[src/gkca_pkg.sv]
// ----------------------------------------------------------------------------
// gkca_pkg
// Shared types, constants and the exp step ratio for the Gaussian kernel
// density accumulator.
// ----------------------------------------------------------------------------
package gkca_pkg;

    // Fixed-point format and exp table geometry
    localparam int FRACTION_BITS     = 16;
    localparam int EXP_TABLE_ENTRIES = 1024;
    localparam int EXP_RANGE         = 16;
    localparam int TAYLOR_TERMS      = 12;

    localparam int EXP_IDX_W     = $clog2(EXP_TABLE_ENTRIES);
    localparam int EXP_W         = FRACTION_BITS + 1;
    localparam int SPAN_LOG2     = $clog2(EXP_RANGE) + FRACTION_BITS;
    localparam int EXP_IDX_SHIFT = SPAN_LOG2 - EXP_IDX_W;

    localparam logic [63:0] EXP_SPAN  = 64'(EXP_RANGE) << FRACTION_BITS;
    localparam logic [63:0] FIXED_ONE = 64'(1) << FRACTION_BITS;

    // Configuration port
    localparam int CFG_INDEX_W = 8;
    localparam int CFG_DATA_W  = 32;

    localparam logic [CFG_INDEX_W-1:0] CFG_IDX_INV_RES_SQ  = 8'd0;
    localparam logic [CFG_INDEX_W-1:0] CFG_IDX_KERNEL_NORM = 8'd1;
    localparam logic [CFG_DATA_W-1:0]  CFG_RESET_VALUE     = 32'h0001_0000;

    // Step ratio exp(-EXP_RANGE/EXP_TABLE_ENTRIES) in Q30 by a Taylor series
    // of TAYLOR_TERMS + 1 terms, each term derived from the one before
    localparam longint EXP_H   = (longint'(EXP_RANGE) <<< 30) / EXP_TABLE_ENTRIES;
    localparam longint EXP_T0  = longint'(1) <<< 30;
    localparam longint EXP_T1  = ((EXP_T0 * EXP_H) >>> 30) / 1;
    localparam longint EXP_T2  = ((EXP_T1 * EXP_H) >>> 30) / 2;
    localparam longint EXP_T3  = ((EXP_T2 * EXP_H) >>> 30) / 3;
    localparam longint EXP_T4  = ((EXP_T3 * EXP_H) >>> 30) / 4;
    localparam longint EXP_T5  = ((EXP_T4 * EXP_H) >>> 30) / 5;
    localparam longint EXP_T6  = ((EXP_T5 * EXP_H) >>> 30) / 6;
    localparam longint EXP_T7  = ((EXP_T6 * EXP_H) >>> 30) / 7;
    localparam longint EXP_T8  = ((EXP_T7 * EXP_H) >>> 30) / 8;
    localparam longint EXP_T9  = ((EXP_T8 * EXP_H) >>> 30) / 9;
    localparam longint EXP_T10 = ((EXP_T9 * EXP_H) >>> 30) / 10;
    localparam longint EXP_T11 = ((EXP_T10 * EXP_H) >>> 30) / 11;
    localparam longint EXP_T12 = ((EXP_T11 * EXP_H) >>> 30) / 12;
    localparam longint EXP_TAYLOR_SUM = EXP_T0 - EXP_T1 + EXP_T2 - EXP_T3 + EXP_T4
                                      - EXP_T5 + EXP_T6 - EXP_T7 + EXP_T8 - EXP_T9
                                      + EXP_T10 - EXP_T11 + EXP_T12;

    localparam logic [29:0] EXP_Q = 30'(EXP_TAYLOR_SUM);

    typedef struct packed {
        logic signed [31:0] offset_x;
        logic signed [31:0] offset_y;
        logic signed [31:0] offset_z;
        logic signed [31:0] velocity_x;
        logic signed [31:0] velocity_y;
        logic signed [31:0] velocity_z;
        logic signed [31:0] force_x;
        logic signed [31:0] force_y;
        logic signed [31:0] force_z;
        logic [15:0]        atom_mass;
        logic               last_of_node;
    } t_in_item;

    typedef struct packed {
        logic signed [63:0] density_sum;
        logic signed [63:0] momentum_sum;
        logic signed [63:0] force_sum;
        logic               saturated;
    } t_out_item;

    typedef struct packed {
        logic [CFG_DATA_W-1:0] inverse_resolution_squared;
        logic [CFG_DATA_W-1:0] kernel_normalization;
    } t_cfg;

    // Request to the shared multiply unit: magnitudes plus sign handling
    typedef struct packed {
        logic        start;
        logic [63:0] a_mag;
        logic [63:0] b_mag;
        logic        neg;
        logic        signed_op;
        logic        shift_f;
    } t_mul_req;

    typedef struct packed {
        logic        done;
        logic [63:0] result;
        logic        clip;
    } t_mul_rsp;

    typedef struct packed {
        logic                 en;
        logic [EXP_IDX_W-1:0] addr;
    } t_look_req;

    typedef enum logic {
        EXP_FILL,
        EXP_READY
    } t_exp_state;

    typedef enum logic [4:0] {
        S_IDLE,
        S_SQ,
        S_X,
        S_LOOK,
        S_LOOKW,
        S_K1,
        S_K2,
        S_DEN,
        S_DENA,
        S_MOM,
        S_MOMA,
        S_U,
        S_T1,
        S_W,
        S_T2,
        S_VV,
        S_UU,
        S_T3A,
        S_T3B,
        S_NT2,
        S_S1,
        S_S2,
        S_S3,
        S_IN2,
        S_FK,
        S_FA,
        S_EMIT
    } t_step;

endpackage

[src/gkca_mul.sv]
// ----------------------------------------------------------------------------
// gkca_mul
// Shared 64x64 magnitude multiplier: four 32x32 partial products formed in
// turn and accumulated, then an optional right shift by the fraction width,
// saturation and sign.
// ----------------------------------------------------------------------------
module gkca_mul
    import gkca_pkg::*;
(
    input  logic     i_clk,
    input  logic     i_rst_n,
    input  t_mul_req i_req,
    output t_mul_rsp o_rsp
);

    logic         r_busy;
    logic [2:0]   r_cnt;
    logic [63:0]  r_a;
    logic [63:0]  r_b;
    logic         r_neg;
    logic         r_signed;
    logic         r_shift_f;
    logic [63:0]  r_pp;
    logic [1:0]   r_pos;
    logic [127:0] r_acc;

    logic [31:0]  a_part;
    logic [31:0]  b_part;
    logic [127:0] shifted;
    logic [63:0]  lim;
    logic         over;
    logic [63:0]  mag_r;

    // sequence control
    always_ff @(posedge i_clk) begin
        if (!i_rst_n) begin
            r_busy <= 1'b0;
            r_cnt  <= 3'd0;
        end else if (!r_busy) begin
            r_busy <= i_req.start;
            r_cnt  <= 3'd0;
        end else begin
            r_cnt <= r_cnt + 3'd1;
            if (r_cnt == 3'd5) begin
                r_busy <= 1'b0;
            end
        end
    end

    assign a_part = r_cnt[1] ? r_a[63:32] : r_a[31:0];
    assign b_part = r_cnt[0] ? r_b[63:32] : r_b[31:0];

    // latch operands, form registered partial products, accumulate each in the following cycle
    always_ff @(posedge i_clk) begin
        if (!r_busy) begin
            if (i_req.start) begin
                r_a       <= i_req.a_mag;
                r_b       <= i_req.b_mag;
                r_neg     <= i_req.neg;
                r_signed  <= i_req.signed_op;
                r_shift_f <= i_req.shift_f;
                r_acc     <= '0;
            end
        end else begin
            if (r_cnt < 3'd4) begin
                r_pp  <= 64'(a_part) * 64'(b_part);
                r_pos <= 2'(r_cnt[1]) + 2'(r_cnt[0]);
            end
            if (r_cnt >= 3'd1 && r_cnt <= 3'd4) begin
                r_acc <= r_acc + (128'(r_pp) << {r_pos, 5'b0});
            end
        end
    end

    // shift, saturate to the limit for the sign, apply the sign
    always_comb begin
        shifted = r_shift_f ? (r_acc >> FRACTION_BITS) : r_acc;
        if (!r_signed) begin
            lim = '1;
        end else if (r_neg) begin
            lim = 64'h8000_0000_0000_0000;
        end else begin
            lim = 64'h7FFF_FFFF_FFFF_FFFF;
        end
        over         = (|shifted[127:64]) || (shifted[63:0] > lim);
        mag_r        = over ? lim : shifted[63:0];
        o_rsp.done   = r_busy && (r_cnt == 3'd5);
        o_rsp.result = (r_signed && r_neg) ? (64'd0 - mag_r) : mag_r;
        o_rsp.clip   = r_signed && over;
    end

endmodule

[config.mk]
export PLATFORM = sky130hd
export DESIGN_NAME = gkca_mul
export DESIGN_NICKNAME = d
export VERILOG_FILES = /design/src/gkca_pkg.sv /design/src/gkca_mul.sv
export SDC_FILE = /design/constraint.sdc
export NUM_CORES = 2
export LEC_CHECK = 0
export BUFFER_PORTS_ARGS = -buffer_cell sky130_fd_sc_hd__buf_2
export CAP_MARGIN = 20
export CORE_MARGIN = 2
export CORE_UTILIZATION = 45
export DETAILED_ROUTE_END_ITERATION = 6
export PLACE_DENSITY = 0.69
export SLEW_MARGIN = 20
export SYNTH_ARGS = -nofsm -noshare
export SYNTH_HDL_FRONTEND = slang
export SYNTH_SLANG_ARGS = --single-unit
[constraint.sdc]
create_clock -name i_clk -period 13.2 [get_ports i_clk]
set_clock_uncertainty 0.05 [all_clocks]
set_input_delay 1.32 -clock i_clk [delete_from_list [all_inputs] [get_ports i_clk]]
set_output_delay 1.32 -clock i_clk [all_outputs]
set_load 0.01 [all_outputs]
==> implementation parameters <==
Parameter                              Value

Setup path
  Required time of the critical path    11.83 ns
  Cell type of the slowest stage on the worst timing path    sky130_fd_sc_hd__clkinv_2
  Crit-path cells    nand2_2 > buf_4 > clkinv_2 > buf_4 > ha_1 > nand4_1 > nor2_1 > nand4_1 > or4_1 > o221a_2 > a21boi_4 > buf_4 > nand2_1 > o21ai_0 > ha_1 > nand2_1 > nor2_1 > nand3_1 > mux2i_1 > o211a_1 > nor3b_2 > a2111oi_0 > a311oi_1 > buf_2
  Most used cell along the critical path    sky130_fd_sc_hd__buf_4
  Crit Path Class    reg -> out
  Delay-heaviest family, CP    buffers and inverters
  Sum of buffers and inverters on the critical path    5
  Peak per-stage delay on the critical path    0.73 ns
  Startpoint class of the critical path    flip-flop
  Peak fanout along the critical path    89
  Endpoint class of the critical path    output pin
  Crit path arrival time    9.19 ns

Yosys
  Most used flip-flop cell after synthesis    sky130_fd_sc_hd__edfxtp_1
  Count of flip-flops with a built-in enable after synthesis    325
  Synthesized instance count    6,316
  Combined area of all synthesized cells    57,300 µm²
  Per-instance average area after synthesis    9.08 µm²
  Yosys Warn Count    0
  Proportion of synthesized chip area in sequential cells    17.2%
  Seq cells post-synth    329
  Post-synth ARST share    0%
  Post-synthesis net count    7,805
  Synth cell types    90

Clocking
  Clock buffer count from CTS    43
  # clock sinks    329
  Clk Tree Root Cell    sky130_fd_sc_hd__clkbuf_16
  Source-to-sink clock delay at the later pin of the worst-skew pair    0.66 ns
  Deepest clock path buffer count    3
  Post-CTS Resized    0
  Htree depth    2
  Post-CTS setup buffers    0
  Hold_buf cts    0
  Reg clk slew, reported paths    0.07 ns
  Clock tree from TritonCTS    done

Routing
  Number of DRC violations after detailed routing    0
  Total wire length    194,000 µm
  Total number of vias    47.3k
  Vias per cell    5.89
  First DRT Iteration DRCs    5,179
  Post-DRT Antenna Nets    0
  Wire per inst    24.2 µm
  Number of optimization iterations in the first detailed-route pass    6

Die
  Die W    361 µm
  Number of rows created at floorplan    130
  Starting utilization of the core area    45.5%
  Die height    361 µm
  Standard cell core area    126,000 µm²
  Number of top-level pins    200
  Floorplan die area    130,000 µm²

Placement
  Number of I/O port buffers    199
  Worst slack at placement    2.86 ns
  Weighted congestion reported at the end of routability-driven placement    1.01
  DP Wirelength    151,000 µm

Timing
  Transition time of the tightest slew-check pin    1.09 ns
  Setup TNS Final    0 ns
  Final critical-path setup slack    2.64 ns
  Max Transition Viols Final    0
  Final period utilization    80.0%
  Unrepaired setup endpoints after global routing    no
  Final setup vio count    0
  Peak clock frequency supported by timing    0.0947 GHz
  Final worst path period need    10.56 ns
  Relative slew margins    27.3%
  Count of final hold-check violations    0

Global routing
  Antenna violations before repair    5
  Top Usage Layer GRT    met2
  Global route total overflow    0
  Overall fraction of global-route tracks in use    29.7%
  Largest net degree at the start of global routing    97
  Via count of the first global-routing pass    48.5k
  First-pass GRT wire length    293,000 µm
  Met3 Resource Use GR    7.70%
  Met1 demand-to-capacity share in global routing    38.4%
  Met2 usage    45.6%

Finish
  Multi-input logic area    43,100 µm²
  Sequential cell area    9850 µm²
  Fill cell count    11.7k
  Commonest cells after routing, fill and taps aside    937 x sky130_fd_sc_hd__inv_1, 897 x sky130_fd_sc_hd__fa_1, 798 x sky130_fd_sc_hd__nor2_1
  Most common cell after layout, fill and taps aside    sky130_fd_sc_hd__inv_1
  Fraction of layout cells with a size suffix above 1    8.68%
  Area growth, synth to finish    7.50%
  Post-layout net count    7,828

Run status
  Status    completed

Run
  Max-cap check violation count    0

Hold path
  Hold Crit Class    reg -> reg
==> area by class of cell <==
cell class	instances	area share (%)
Clock buffer	46	1.76
Sequential cell	329	16.0
Inverter	940	5.73
Timing Repair Buffer	287	2.69
Clock inverter	33	0.589
Antenna cell	1	0.00406
Multi-Input combinational cell	4738	69.9
Tap cell	1650	3.35
==> flip-flops by register name, indices dropped and copies added, names as in the netlist <==
signal	cells
r_cnt	3
r_busy	1
r_signed	1
r_acc	128
r_neg	1
r_pp	64
r_pos	2
r_a	64
r_b	64
r_shift_f	1
==> stage by stage <==
stage,instance area [µm²],hold WS [ns],cells,util [%]
floorplan,57300,0.476,6316,-
global placement,60200,0.528,7944,47.7
detailed placement,60200,0.535,7944,47.7
CTS,61600,0.548,8023,48.9
global route,61600,0.587,8023,48.9
finish,61600,0.552,8024,48.9
==> worst reg2reg max path: cells and delay by family, from the launching register on <==
kind	cells	cell delay (ns)
buf+inv	7	1.55
fa+ha+maj	9	4.34
compound gates	9	2.46
xor+xnor	1	0.14
simple gates	2	0.39
flops	1	0.71
mux	1	0.34
==> synthesized netlist by cell type (57+ instances only) <==
cell type	count	area [µm²]
sky130_fd_sc_hd__nor2_1	799	3000
sky130_fd_sc_hd__and2_1	148	926
sky130_fd_sc_hd__nor2b_1	68	425
sky130_fd_sc_hd__edfxtp_1	325	9760
sky130_fd_sc_hd__nand3_1	57	285
sky130_fd_sc_hd__a21oi_1	318	1590
sky130_fd_sc_hd__xor2_1	65	569
sky130_fd_sc_hd__nand4_1	79	494
sky130_fd_sc_hd__xnor2_1	113	990
sky130_fd_sc_hd__clkbuf_1	280	1050
sky130_fd_sc_hd__o21ai_0	195	976
sky130_fd_sc_hd__ha_1	458	5730
sky130_fd_sc_hd__mux2_2	104	1170
sky130_fd_sc_hd__fa_1	897	18000
sky130_fd_sc_hd__inv_1	938	3520
sky130_fd_sc_hd__nand2_1	643	2410
sky130_fd_sc_hd__a21o_1	128	961
sky130_fd_sc_hd__mux2i_1	128	1280
==> routing by layer <==
layer,part of all wire (%),wire length [µm]
met5,0.12,236
met1,38,74800
met2,43,83800
met4,6.8,13300
met3,11,22300
==> logic make-up after synthesis <==
kind of cell    Yosys count  share of synthesized area (%)
fa+ha+maj              1355                           41.3
mux                     236                           4.38
flops                   329                           17.2
compound gates          969                           10.7
xor+xnor                178                           2.72
buf+inv                1249                           8.22
simple gates           2000                           15.5
==> worst paths after layout <==
kind,from,endpoint,slack [ns],depth (start not counted)
setup / recovery,r_neg,o_rsp[61],2.64,24
hold reg to reg,r_cnt[2],r_cnt[2],0.55,2
hold / removal,r_cnt[2],r_cnt[2],0.55,2
setup reg to reg,r_cnt[0],r_pp[62],2.98,29
Power is not shown: default switching activity piles up to over one toggle a cycle in this logic, so the estimate is an artifact.
