$ cat config.mk
export PLATFORM = sky130hd
export DESIGN_NAME = gkca_front_flat
export DESIGN_NICKNAME = d
export VERILOG_FILES = /design/src/gkca_pkg.sv /design/src/gkca_if.sv /design/src/gkca_front.sv /design/src/flat_wrapper.sv
export SDC_FILE = /design/constraint.sdc
export NUM_CORES = 1
export LEC_CHECK = 0
export CAP_MARGIN = 10
export CORE_AREA = 10 10 230 232
export DETAILED_ROUTE_END_ITERATION = 10
export DIE_AREA = 0 0 240 242
export DONT_BUFFER_PORTS = 1
export GPL_ROUTABILITY_DRIVEN = 0
export PLACE_DENSITY_LB_ADDON = 0.2
export SLEW_MARGIN = 10
export SYNTH_ARGS = -nofsm -noshare
export SYNTH_HDL_FRONTEND = slang
export SYNTH_SLANG_ARGS = --single-unit
$ cat constraint.sdc
create_clock -name i_clk -period 23.2 [get_ports i_clk]
set_input_delay 3.48 -clock i_clk [delete_from_list [all_inputs] [get_ports i_clk]]
set_output_delay 3.48 -clock i_clk [all_outputs]
set_load 0.02 [all_outputs]
$ cat src/gkca_pkg.sv
// ----------------------------------------------------------------------------
// gkca_pkg
// Shared types, constants and the exp step ratio for the Gaussian kernel
// density accumulator.
// ----------------------------------------------------------------------------
package gkca_pkg;

    // Fixed-point format and exp table geometry
    localparam int FRACTION_BITS     = 16;
    localparam int EXP_TABLE_ENTRIES = 1024;
    localparam int EXP_RANGE         = 16;
    localparam int TAYLOR_TERMS      = 12;

    localparam int EXP_IDX_W     = $clog2(EXP_TABLE_ENTRIES);
    localparam int EXP_W         = FRACTION_BITS + 1;
    localparam int SPAN_LOG2     = $clog2(EXP_RANGE) + FRACTION_BITS;
    localparam int EXP_IDX_SHIFT = SPAN_LOG2 - EXP_IDX_W;

    localparam logic [63:0] EXP_SPAN  = 64'(EXP_RANGE) << FRACTION_BITS;
    localparam logic [63:0] FIXED_ONE = 64'(1) << FRACTION_BITS;

    // Configuration port
    localparam int CFG_INDEX_W = 8;
    localparam int CFG_DATA_W  = 32;

    localparam logic [CFG_INDEX_W-1:0] CFG_IDX_INV_RES_SQ  = 8'd0;
    localparam logic [CFG_INDEX_W-1:0] CFG_IDX_KERNEL_NORM = 8'd1;
    localparam logic [CFG_DATA_W-1:0]  CFG_RESET_VALUE     = 32'h0001_0000;

    // Step ratio exp(-EXP_RANGE/EXP_TABLE_ENTRIES) in Q30 by a Taylor series
    // of TAYLOR_TERMS + 1 terms, each term derived from the one before
    localparam longint EXP_H   = (longint'(EXP_RANGE) <<< 30) / EXP_TABLE_ENTRIES;
    localparam longint EXP_T0  = longint'(1) <<< 30;
    localparam longint EXP_T1  = ((EXP_T0 * EXP_H) >>> 30) / 1;
    localparam longint EXP_T2  = ((EXP_T1 * EXP_H) >>> 30) / 2;
    localparam longint EXP_T3  = ((EXP_T2 * EXP_H) >>> 30) / 3;
    localparam longint EXP_T4  = ((EXP_T3 * EXP_H) >>> 30) / 4;
    localparam longint EXP_T5  = ((EXP_T4 * EXP_H) >>> 30) / 5;
    localparam longint EXP_T6  = ((EXP_T5 * EXP_H) >>> 30) / 6;
    localparam longint EXP_T7  = ((EXP_T6 * EXP_H) >>> 30) / 7;
    localparam longint EXP_T8  = ((EXP_T7 * EXP_H) >>> 30) / 8;
    localparam longint EXP_T9  = ((EXP_T8 * EXP_H) >>> 30) / 9;
    localparam longint EXP_T10 = ((EXP_T9 * EXP_H) >>> 30) / 10;
    localparam longint EXP_T11 = ((EXP_T10 * EXP_H) >>> 30) / 11;
    localparam longint EXP_T12 = ((EXP_T11 * EXP_H) >>> 30) / 12;
    localparam longint EXP_TAYLOR_SUM = EXP_T0 - EXP_T1 + EXP_T2 - EXP_T3 + EXP_T4
                                      - EXP_T5 + EXP_T6 - EXP_T7 + EXP_T8 - EXP_T9
                                      + EXP_T10 - EXP_T11 + EXP_T12;

    localparam logic [29:0] EXP_Q = 30'(EXP_TAYLOR_SUM);

    typedef struct packed {
        logic signed [31:0] offset_x;
        logic signed [31:0] offset_y;
        logic signed [31:0] offset_z;
        logic signed [31:0] velocity_x;
        logic signed [31:0] velocity_y;
        logic signed [31:0] velocity_z;
        logic signed [31:0] force_x;
        logic signed [31:0] force_y;
        logic signed [31:0] force_z;
        logic [15:0]        atom_mass;
        logic               last_of_node;
    } t_in_item;

    typedef struct packed {
        logic signed [63:0] density_sum;
        logic signed [63:0] momentum_sum;
        logic signed [63:0] force_sum;
        logic               saturated;
    } t_out_item;

    typedef struct packed {
        logic [CFG_DATA_W-1:0] inverse_resolution_squared;
        logic [CFG_DATA_W-1:0] kernel_normalization;
    } t_cfg;

    // Request to the shared multiply unit: magnitudes plus sign handling
    typedef struct packed {
        logic        start;
        logic [63:0] a_mag;
        logic [63:0] b_mag;
        logic        neg;
        logic        signed_op;
        logic        shift_f;
    } t_mul_req;

    typedef struct packed {
        logic        done;
        logic [63:0] result;
        logic        clip;
    } t_mul_rsp;

    typedef struct packed {
        logic                 en;
        logic [EXP_IDX_W-1:0] addr;
    } t_look_req;

    typedef enum logic {
        EXP_FILL,
        EXP_READY
    } t_exp_state;

    typedef enum logic [4:0] {
        S_IDLE,
        S_SQ,
        S_X,
        S_LOOK,
        S_LOOKW,
        S_K1,
        S_K2,
        S_DEN,
        S_DENA,
        S_MOM,
        S_MOMA,
        S_U,
        S_T1,
        S_W,
        S_T2,
        S_VV,
        S_UU,
        S_T3A,
        S_T3B,
        S_NT2,
        S_S1,
        S_S2,
        S_S3,
        S_IN2,
        S_FK,
        S_FA,
        S_EMIT
    } t_step;

endpackage

$ cat src/gkca_if.sv
// ----------------------------------------------------------------------------
// gkca_if
// Valid/ready channels of the accumulator: input items, results and
// configuration writes.
// ----------------------------------------------------------------------------
interface gkca_in_if
    import gkca_pkg::*;
();
    logic     valid;
    logic     ready;
    t_in_item data;

    modport source (output valid, output data, input ready);
    modport sink   (input valid, input data, output ready);
endinterface


$ cat src/gkca_front.sv
// ----------------------------------------------------------------------------
// gkca_front
// Input side: accepts item beats into a two-entry queue ahead of the
// arithmetic sequencer.
// ----------------------------------------------------------------------------
module gkca_front
    import gkca_pkg::*;
(
    input  logic       i_clk,
    input  logic       i_rst_n,
    input  logic       i_enable,
    gkca_in_if.sink    i_in,
    output t_in_item   o_head,
    output logic       o_head_valid,
    input  logic       i_pop
);

    t_in_item   r_slot [2];
    logic       r_wr_ptr;
    logic       r_rd_ptr;
    logic [1:0] r_count;
    logic       push;

    assign i_in.ready   = i_enable && (r_count != 2'd2);
    assign push         = i_in.valid && i_in.ready;
    assign o_head_valid = (r_count != 2'd0);
    assign o_head       = r_slot[r_rd_ptr];

    // advance pointers and fill count
    always_ff @(posedge i_clk) begin
        if (!i_rst_n) begin
            r_wr_ptr <= 1'b0;
            r_rd_ptr <= 1'b0;
            r_count  <= 2'd0;
        end else begin
            if (push) begin
                r_wr_ptr <= ~r_wr_ptr;
            end
            if (i_pop) begin
                r_rd_ptr <= ~r_rd_ptr;
            end
            r_count <= r_count + 2'(push) - 2'(i_pop);
        end
    end

    // store the accepted beat
    always_ff @(posedge i_clk) begin
        if (push) begin
            r_slot[r_wr_ptr] <= i_in.data;
        end
    end

endmodule

$ cat src/flat_wrapper.sv
// flat-port wrapper written by rule: the top's interface ports become plain ports
module gkca_front_flat import gkca_pkg::*;
  (i_clk, i_rst_n, i_enable, o_head, o_head_valid, i_pop, i_in_valid, i_in_data, i_in_ready);
  gkca_in_if i_in_i ();
  input  logic i_clk;
  input  logic i_rst_n;
  input  logic i_enable;
  output t_in_item o_head;
  output logic o_head_valid;
  input  logic i_pop;
  input wire logic [$bits(i_in_i.valid)-1:0] i_in_valid;
  input wire logic [$bits(i_in_i.data)-1:0] i_in_data;
  output wire logic [$bits(i_in_i.ready)-1:0] i_in_ready;
  assign i_in_i.valid = i_in_valid;
  assign i_in_i.data = i_in_data;
  assign i_in_ready = i_in_i.ready;
  gkca_front u_core (.i_clk(i_clk), .i_rst_n(i_rst_n), .i_enable(i_enable), .i_in(i_in_i), .o_head(o_head), .o_head_valid(o_head_valid), .i_pop(i_pop));
endmodule
==> flow_summary.yaml, run 1 <==
outcome:
  status: "complete, no violations"
drt:
  routed_wl_um: 53100
  drc_errors: 0
  drt_iter0_markers: 658
  vias: 9095
  viasPerCell: 5.39
  first_pass_iters: 4
  wl_per_cell_um: 31.5
  postRouteAntennaNets: 0
sta:
  setup_violations: 0
  slew_violations: 0
  tightest_slew_ns: 1.13
  timing.slew.headroom_pct: 25.0
  max_freq_mhz: 139
  fin_setup_tns_ns: 0
  hold_viol: 0
  period_share_pct: 31.0
  min_period_ns: 7.19
  skew_ns: 0.0212
  rsz0062_at_grt: "false"
layout:
  postLayoutCoreUtil_pct: 51.4
  syn_to_final_growth_pct: 11.0
  fin_nets: 1327
  drive_gt1_share_pct: 37.5
synth:
  netlist.top_cell.by_area: "edfxtp_1"
  synthArstFlopShare_pct: 0
  netlist_area_um2: 22400
  ys.flop_type: "edfxtp_1"
  netlist_top_cells_count: "edfxtp_1, mux2_2, buf_6"
  synthesis.nets: 1288
  ys_types: 20
  yosys.cell_count.top_type: "edfxtp_1"
  synth.top_cells.by_area: "edfxtp_1, mux2_2, buf_6"
  ys.warnings.count: 0
  syn_inst: 976
  synth_top_area_share_pct: 81.7
  syn_avg_cell_area_um2: 23.0
  synth-seq-cells: 615
  seq_area_frac_synth_pct: 82.2
  synth_edf_count: 610
critical_path:
  critical-path-top-delay-family: "simple AND/OR/NAND/NOR gates"
  critPathBufInv: 0
  cp_max_fo: 2
  slowest_stage: "and2_1"
  crit_chain: "and2_1"
  max_stage_delay_ns: 0.23
  criticalPathCategory: "input pin to output pin"
  arrival_ns: 3.71
  endpoint_kind: "output pin"
  critPathRequiredTime_ns: 19.72
  cp-start-kind: "input pin"
power:
  p_clk_share_pct: 38.2
  p_leak_uw: 0.00790
  power_density_nw_per_um2: 98.9
  peakVddDrop_mv: 0.0705
  p_int_uw: 1900
  power.switching_uw: 564
  seq_power_share_pct: 52.7
  comb_power_share_pct: 9.1
  switching_share_pct: 22.9
clock_network:
  cts_buffers: 61
  clk_pin_slew_worst_paths_ns: 0.05
  clk_latency_ns: 0.60
  htree_levels: 2
  cts_setup_buffers: 0
  cts_max_path_buffers: 3
  cts_hold_buf: 0
  cts_root_buf: "clkbuf_16"
  cts_tree: "built"
  cts_resized: 0
  clock-sinks: 615
grt:
  grt_usage_pct: 17.5
  antenna_found_initial: 2
  overflow: 0
  grt_pass1_vias: 9292
  grt_first_pass_wirelength_um: 72100
  grt_max_degree: 161
floorplanning:
  die_w_um: 240
  io_pins: 617
  dieArea_um2: 58100
  start_util_pct: 46.3
  rows: 81
  fp.dieH_um: 242
  core_um2: 48400
worst_hold_path:
  hold_path_class: "flop to flop"
place:
  dp_hpwl_um: 37700
  port_buffers: 0
run:
  maxCapViolCount: 0
logic make-up after synthesis:
family	share of synthesized area, %
simple gates	0.340
fa+ha+maj	0.112
buf+inv	1.62
flops	82.2
mux	15.7
xor+xnor	0.0781
layout by cell type (no fill, tap or decap), types with 3 or more instances in the layout:
master	instances
edfxtp_1	610
mux2_2	284
clkbuf_16	63
mux2_4	20
clkbuf_1	14
clkinv_1	14
buf_4	8
clkinv_2	7
bufinv_16	5
diode_2	4
dfxtp_1	4
inv_1	3
nor2_1	3
and2_1	3
flip-flops by register name, summed over array words and instances, names as in the netlist, named ones only:
register and flops:
u_core.r_count 2, u_core.r_rd_ptr 1, u_core.r_slot 610, u_core.r_wr_ptr 1
through the flow:
| stage | hold WS (ns) | total power, µW | std cells | cell area, µm² | worst slack [ns] |
|---|---|---|---|---|---|
| 2_1_floorplan | 0.451 | 1530 | 976 | 22400 | 5.19 |
| 3_3_place_gp | 0.499 | 1550 | 1574 | 23000 | 16.00 |
| 3_5_place_dp | 0.506 | 1550 | 1574 | 23000 | 16.01 |
| 4_1_cts | 0.524 | 2490 | 1682 | 24900 | 16.01 |
| 5_1_grt | 0.552 | 2540 | 1684 | 24900 | 16.00 |
| 6_report | 0.522 | 2460 | 1686 | 24900 | 16.01 |
power groups by stage:
stage | Combinational [µW] | Clock [µW] | Sequential, µW
floorplan | 190 | 0 | 1340
CTS | 229 | 968 | 1300
global placement | 229 | 0 | 1320
detailed placement | 228 | 0 | 1320
finish | 224 | 940 | 1300
global route | 234 | 1010 | 1300
routing by layer:
layer	global-route usage, %	up-vias	share of wire (%)
met5	0	-	0.032
met4	4.95	2	1.8
met3	10.1	62	13
met2	30.5	379	53
met1	17.2	4685	32
li1	-	3967	-
worst paths after layout:
path                                                    from                              end  slack (ns)  cells past startpoint
worst max register to register  u_core.r_count[0]$_SDFF_PN0_  u_core.r_slot[0][271]$_DFFE_PP_       19.52                      6
worst max-delay path                                i_enable                       i_in_ready       16.01                      1
worst min register to register  u_core.r_wr_ptr$_SDFFE_PN0N_     u_core.r_wr_ptr$_SDFFE_PN0N_        0.52                      2
worst min-delay path            u_core.r_wr_ptr$_SDFFE_PN0N_     u_core.r_wr_ptr$_SDFFE_PN0N_        0.52                      2
layout make-up:
| type | count | area [µm²] |
|---|---|---|
| Fill cell | 3833 | 23600 |
| Sequential cell | 615 | 18400 |
| Multi-Input combinational cell | 324 | 3650 |
| Clock buffer | 77 | 1630 |
| Tap cell | 622 | 778 |
| Clock inverter | 31 | 287 |
| Timing Repair Buffer | 10 | 100 |
| Inverter | 3 | 11.3 |
| Antenna cell | 4 | 10.0 |
No activity file was read; power rests on OpenSTA's default activity.
==> run 2, diff against run 1 <==
--- a/config.mk
+++ b/config.mk
@@ -5,6 +5,7 @@
 export SDC_FILE = /design/constraint.sdc
 export NUM_CORES = 1
 export LEC_CHECK = 0
+export ABC_AREA = 1
 export CAP_MARGIN = 10
 export CORE_AREA = 10 10 230 232
 export DETAILED_ROUTE_END_ITERATION = 10
==> constraint.sdc (replaced) <==
create_clock -name i_clk -period 6.05 [get_ports i_clk]
set_input_delay 0.9075 -clock i_clk [delete_from_list [all_inputs] [get_ports i_clk]]
set_output_delay 0.9075 -clock i_clk [all_outputs]
set_load 0.02 [all_outputs]
==> run 2 against run 1 <==
  * Final cell count rose by 0.47%
  * Combinational power rose to 3.2 times the previous value
  * Critical path type is now flop to output pin
  * Synthesized area barely moved
  * Utilization barely moved
  * Global-route usage fell by 0.13 points
==> flow_summary.yaml, run 2 <==
outcome:
  status: "complete, no violations"
clock_network:
  cts_buffers: 61
  cts_tree: "built"
  cts_root_buf: "clkbuf_16"
  cts_max_path_buffers: 3
  clk_latency_ns: 0.61
  cts_resized: 0
  cts_setup_buffers: 0
  clk_pin_slew_worst_paths_ns: 0.06
  cts_hold_buf: 0
  htree_levels: 2
  clock-sinks: 615
critical_path:
  arrival_ns: 2.72
  criticalPathCategory: "flop to output pin"
  endpoint_kind: "output pin"
  cp_max_fo: 127
  reg2regPathDepth: 5
  cp-start-kind: "flop"
  critPathRequiredTime_ns: 5.14
layout:
  final_cell_mix: "edfxtp_1, mux2_2, clkbuf_16, mux2_4, clkinv_2"
  postLayoutCoreUtil_pct: 51.4
  largest_reg_flops: 610
  drive_gt1_share_pct: 37.4
  regMostFlops: "u_core.r_slot"
  reg_top3: "u_core.r_slot: 610 flops, u_core.r_count: 2 flops"
  fin_nets: 1334
  final_common_cell: "edfxtp_1"
  syn_to_final_growth_pct: 11.0
power:
  peakVddDrop_mv: 0.311
  power_density_nw_per_um2: 370
  p_leak_uw: 0.00794
sta:
  rsz0062_at_grt: "false"
  min_period_ns: 3.63
  period_share_pct: 60.0
  fin_ws_ns: 2.42
  tightest_slew_ns: 1.03
  hold_viol: 0
  timing.slew.headroom_pct: 31.0
  max_freq_mhz: 276
  slew_violations: 0
  skew_ns: 0.0192
  setup_violations: 0
  fin_setup_tns_ns: 0
drt:
  vias: 9139
  drc_errors: 0
  wl_per_cell_um: 30.8
  postRouteAntennaNets: 0
  viasPerCell: 5.39
  routed_wl_um: 52200
  first_pass_iters: 6
  drt_iter0_markers: 696
synth:
  synth_top_area_share_pct: 81.7
  synthArstFlopShare_pct: 0
  netlist_area_um2: 22400
  synth-seq-cells: 615
  ys_types: 15
  netlist.top_cell.by_area: "edfxtp_1"
  seq_area_frac_synth_pct: 82.1
  synth.top_cells.by_area: "edfxtp_1, mux2_2, buf_6"
  ys.flop_type: "edfxtp_1"
  synth_edf_count: 610
  synthesis.nets: 1299
  ys.warnings.count: 0
  syn_avg_cell_area_um2: 22.7
  netlist_top_cells_count: "edfxtp_1, mux2_2, buf_6"
  yosys.cell_count.top_type: "edfxtp_1"
  syn_inst: 987
place:
  dp_slack_ns: 3.06
  dp_hpwl_um: 36700
  port_buffers: 0
grt:
  overflow: 0
  grt_max_degree: 148
  grt_usage_pct: 17.3
  antenna_found_initial: 3
  grt_first_pass_wirelength_um: 72000
  grt_pass1_vias: 9582
worst_hold_path:
  hold_depth: 0
  hold_path_class: "input pin to flop"
floorplanning:
  rows: 81
  io_pins: 617
  start_util_pct: 46.3
  fp.dieH_um: 242
  dieArea_um2: 58100
  core_um2: 48400
  die_w_um: 240
run:
  maxCapViolCount: 0
==> run 2: cell count changes after synthesis, moves of 2 or more <==
cell,before,now
nand2b_1,2,0
nand3_1,0,2
inv_1,3,10
nor2_1,3,6
and2_1,4,0
nand2_1,1,10
==> run 2: where the power goes <==
part / total (µW) / internal, µW / switching, µW
Sequential: 4950 / 4900 / 46.8
Clock: 3560 / 2060 / 1500
Combinational: 710 / 202 / 508
==> run 2: routing by layer <==
metal | wire length [µm] | GRT usage (%) | part of all wire [%] | up-vias
li1 | - | - | - | 3988
met1 | 16200 | 16.5 | 31 | 4705
met2 | 27600 | 30.4 | 53 | 362
met3 | 6880 | 10.2 | 13 | 80
met4 | 1560 | 5.70 | 3.0 | 4
met5 | 29 | 0 | 0.056 | -
==> run 2: layout make-up <==
cell class	instances	area, µm²
clock buffer	76	1630
sequential	615	18400
clock inverter	35	270
inverter	10	41.3
multi-input combinational	328	3630
fill	3813	23600
antenna	2	5.00
timing repair buffer	6	120
tap	622	778
==> run 2: final timing paths <==
check	slack [ns]	to	from
min reg2reg	0.50	flop	u_core.r_rd_ptr$_SDFFE_PN0P_
max	2.42	o_head[122]	flop
max reg2reg	3.51	u_core.r_slot[1][267]$_DFFE_PP_	u_core.r_count[0]$_SDFF_PN0_
min	0.39	u_core.r_slot[1][134]$_DFFE_PP_	i_in_data[134]
==> run 2: cells by family after synthesis <==
logic type,synth area share [%]
muxes,15.6
DFF,82.1
buffers and inverters,1.73
AOI/OAI and AO/OA,0.0558
and+or+nand+nor,0.340
adders and majority gates,0.112
==> run 2: worst max-delay path, cell delays in order (launching register included) <==
cell     delay (ns)
dfxtp_4        0.81
buf_12         0.53
mux2_2         0.49
==> run 2: through the flow <==
stage,power [µW],cells,area (µm²),hold slack (ns)
final,9210,1694,24900,0.390
after global routing,9520,1692,24900,0.341
after CTS,9330,1692,24900,0.344
after detailed placement,5760,1581,23000,0.484
after global placement,5760,1581,23000,0.479
after floorplan,5640,987,22400,0.463
==> run 3, diff against run 2 <==
==> constraint.sdc (replaced) <==
create_clock -name i_clk -period 3.2 [get_ports i_clk]
set_input_delay 0.48 -clock i_clk [delete_from_list [all_inputs] [get_ports i_clk]]
set_output_delay 0.48 -clock i_clk [all_outputs]
set_load 0.02 [all_outputs]
==> run 3 against run 2 <==
  * Final cell count is 18% higher
  * Register-to-register slack got worse by 2.2 ns
  * Sequential share of layout area is 8.4 points lower
  * Sequential power increased by 89%
  * Largest cell class unchanged
  * Largest power group unchanged
==> flow_summary.yaml, run 3 (same netlist as run 2, synthesis figures left out) <==
drt:
  first_pass_iters: 5
  drt_iter0_markers: 772
  wl_met3_um: 5350
  vias: 10700
  postRouteAntennaNets: 0
  m1WireLength_um: 20000
  routed_wl_um: 59000
  viasPerCell: 5.34
  drc_errors: 0
  wl_per_cell_um: 29.4
  highest_layer: "met5"
  met2_length_um: 31500
clock_network:
  cts_tree: "built"
  htree_levels: 2
  clock-sinks: 615
  cts_buffers: 60
  cts_hold_buf: 307
  clk_pin_slew_worst_paths_ns: 0.06
  cts_max_path_buffers: 3
  clk_latency_ns: 0.60
  cts_root_buf: "clkbuf_16"
  cts_resized: 0
  cts_setup_buffers: 0
layout:
  final_common_cell: "edfxtp_1"
  fin_nets: 1653
  num-fill-cells: 3522
  reg_top3: "u_core.r_slot: 610 flops, u_core.r_count: 2 flops"
  syn_to_final_growth_pct: 25.2
  final_cell_mix: "edfxtp_1, dlygate4sd3_1, mux2_2, clkbuf_16, mux2_4"
  regMostFlops: "u_core.r_slot"
  drive_gt1_share_pct: 28.9
  stdcell_area_um2: 28100
  largest_reg_flops: 610
  final_cells: 2006
sta:
  max_freq_mhz: 390
  timing.slew.headroom_pct: 46.5
  tightest_slew_ns: 0.796
  slew_violations: 0
  period_share_pct: 80.0
  rsz0062_at_grt: "false"
  min_period_ns: 2.56
  setup_violations: 0
  skew_ns: 0.0183
  hold_viol: 0
  fin_ws_ns: 0.639
grt:
  antenna_found_initial: 5
  grt_max_degree: 113
  grt_pass1_vias: 11500
  grt_first_pass_wirelength_um: 83600
  grt_usage_pct: 19.7
  overflow: 0
power:
  p_leak_uw: 0.00924
  power_density_nw_per_um2: 630
  peakVddDrop_mv: 0.516
critical_path:
  criticalPathCategory: "flop to output pin"
  cp-start-kind: "flop"
  critPathRequiredTime_ns: 2.72
  endpoint_kind: "output pin"
  reg2reg_to: "u_core.r_slot[1][70]$_DFFE_PP_"
  arrival_ns: 2.08
  timing.rr.start: "u_core.r_count[0]$_SDFF_PN0_"
  reg2regPathDepth: 6
  rrSetupSlack_ns: 1.32
  cp_max_fo: 112
floorplanning:
  die_w_um: 240
  rows: 81
  fp.dieH_um: 242
  io_pins: 617
  start_util_pct: 46.3
  dieArea_um2: 58100
  core_um2: 48400
place:
  dp_hpwl_um: 41700
  dp_slack_ns: 1.30
  port_buffers: 0
  placed_cell_area_um2: 23200
  dpl.cell_count: 1594
outcome:
  status: "complete, no violations"
worst_hold_path:
  hold_path_class: "input pin to flop"
  hold_depth: 3
  min_from: "i_pop"
run:
  maxCapViolCount: 0
## run 3: cell types whose count changed in the layout (fill, tap and decap cells not counted), sizes merged
cell | previous run | this run
dlygate4sd3 | 0 | 307
buf | 6 | 19
clkinv | 28 | 16
diode | 2 | 5
clkbuf | 76 | 77
## run 3: layout make-up
type	count	area [µm²]	area share (%)
flip-flops and latches	615	18400	65.6
well taps	622	778	2.77
multi-input cells	328	3640	13.0
clock buffers	77	1590	5.65
inverters	10	41.3	0.147
clock inverters	23	210	0.748
diodes	5	12.5	0.0446
repair buffers	326	3390	12.1
## run 3: worst max-delay path, cell delays in order, from the launching register on
cell     delay [ns]
dfxtp_4        0.41
buf_12         0.35
mux2_2         0.48
## run 3: report_power, final
| part | switching, µW | total (µW) | internal (µW) |
|---|---|---|---|
| clock network | 2790 | 6560 | 3770 |
| registers | 102 | 9360 | 9260 |
| logic | 1110 | 1780 | 666 |
## run 3: through the flow
stage / total power [µW] / hold WS (ns) / utilization (%) / setup TNS, ns
after floorplan: 10700 / 0.463 / - / -1432.42
after global placement: 10900 / 0.478 / 47.9 / 0
after detailed placement: 10900 / 0.492 / 47.9 / 0
after CTS: 17900 / 0.00600 / 57.9 / 0
after global routing: 18300 / 0.0434 / 58.0 / 0
final: 17700 / 0.0525 / 58.0 / 0
## run 3: routing by layer
layer  global-route usage [%]  up-vias
li1                         -     4639
met1                     20.7     5449
met2                     35.1      509
met3                     6.92      119
met4                     8.17        2
met5                        0        -
## run 3: worst max path at each step
| stage | slack (ns) | depth (start not counted) | to | startpoint |
|---|---|---|---|---|
| 2_1_floorplan | -2.39 | 2 | u_core.r_slot[1][0]$_DFFE_PP_ | i_enable |
| 3_3_place_gp | 1.31 | 6 | u_core.r_slot[1][69]$_DFFE_PP_ | u_core.r_count[0]$_SDFF_PN0_ |
| 6_report | 0.64 | 2 | o_head[260] | flop |
| 4_1_cts | 0.63 | 2 | o_head[301] | flop |
| 3_5_place_dp | 1.30 | 2 | o_head[301] | flop |
| 5_1_grt | 0.59 | 2 | o_head[290] | flop |
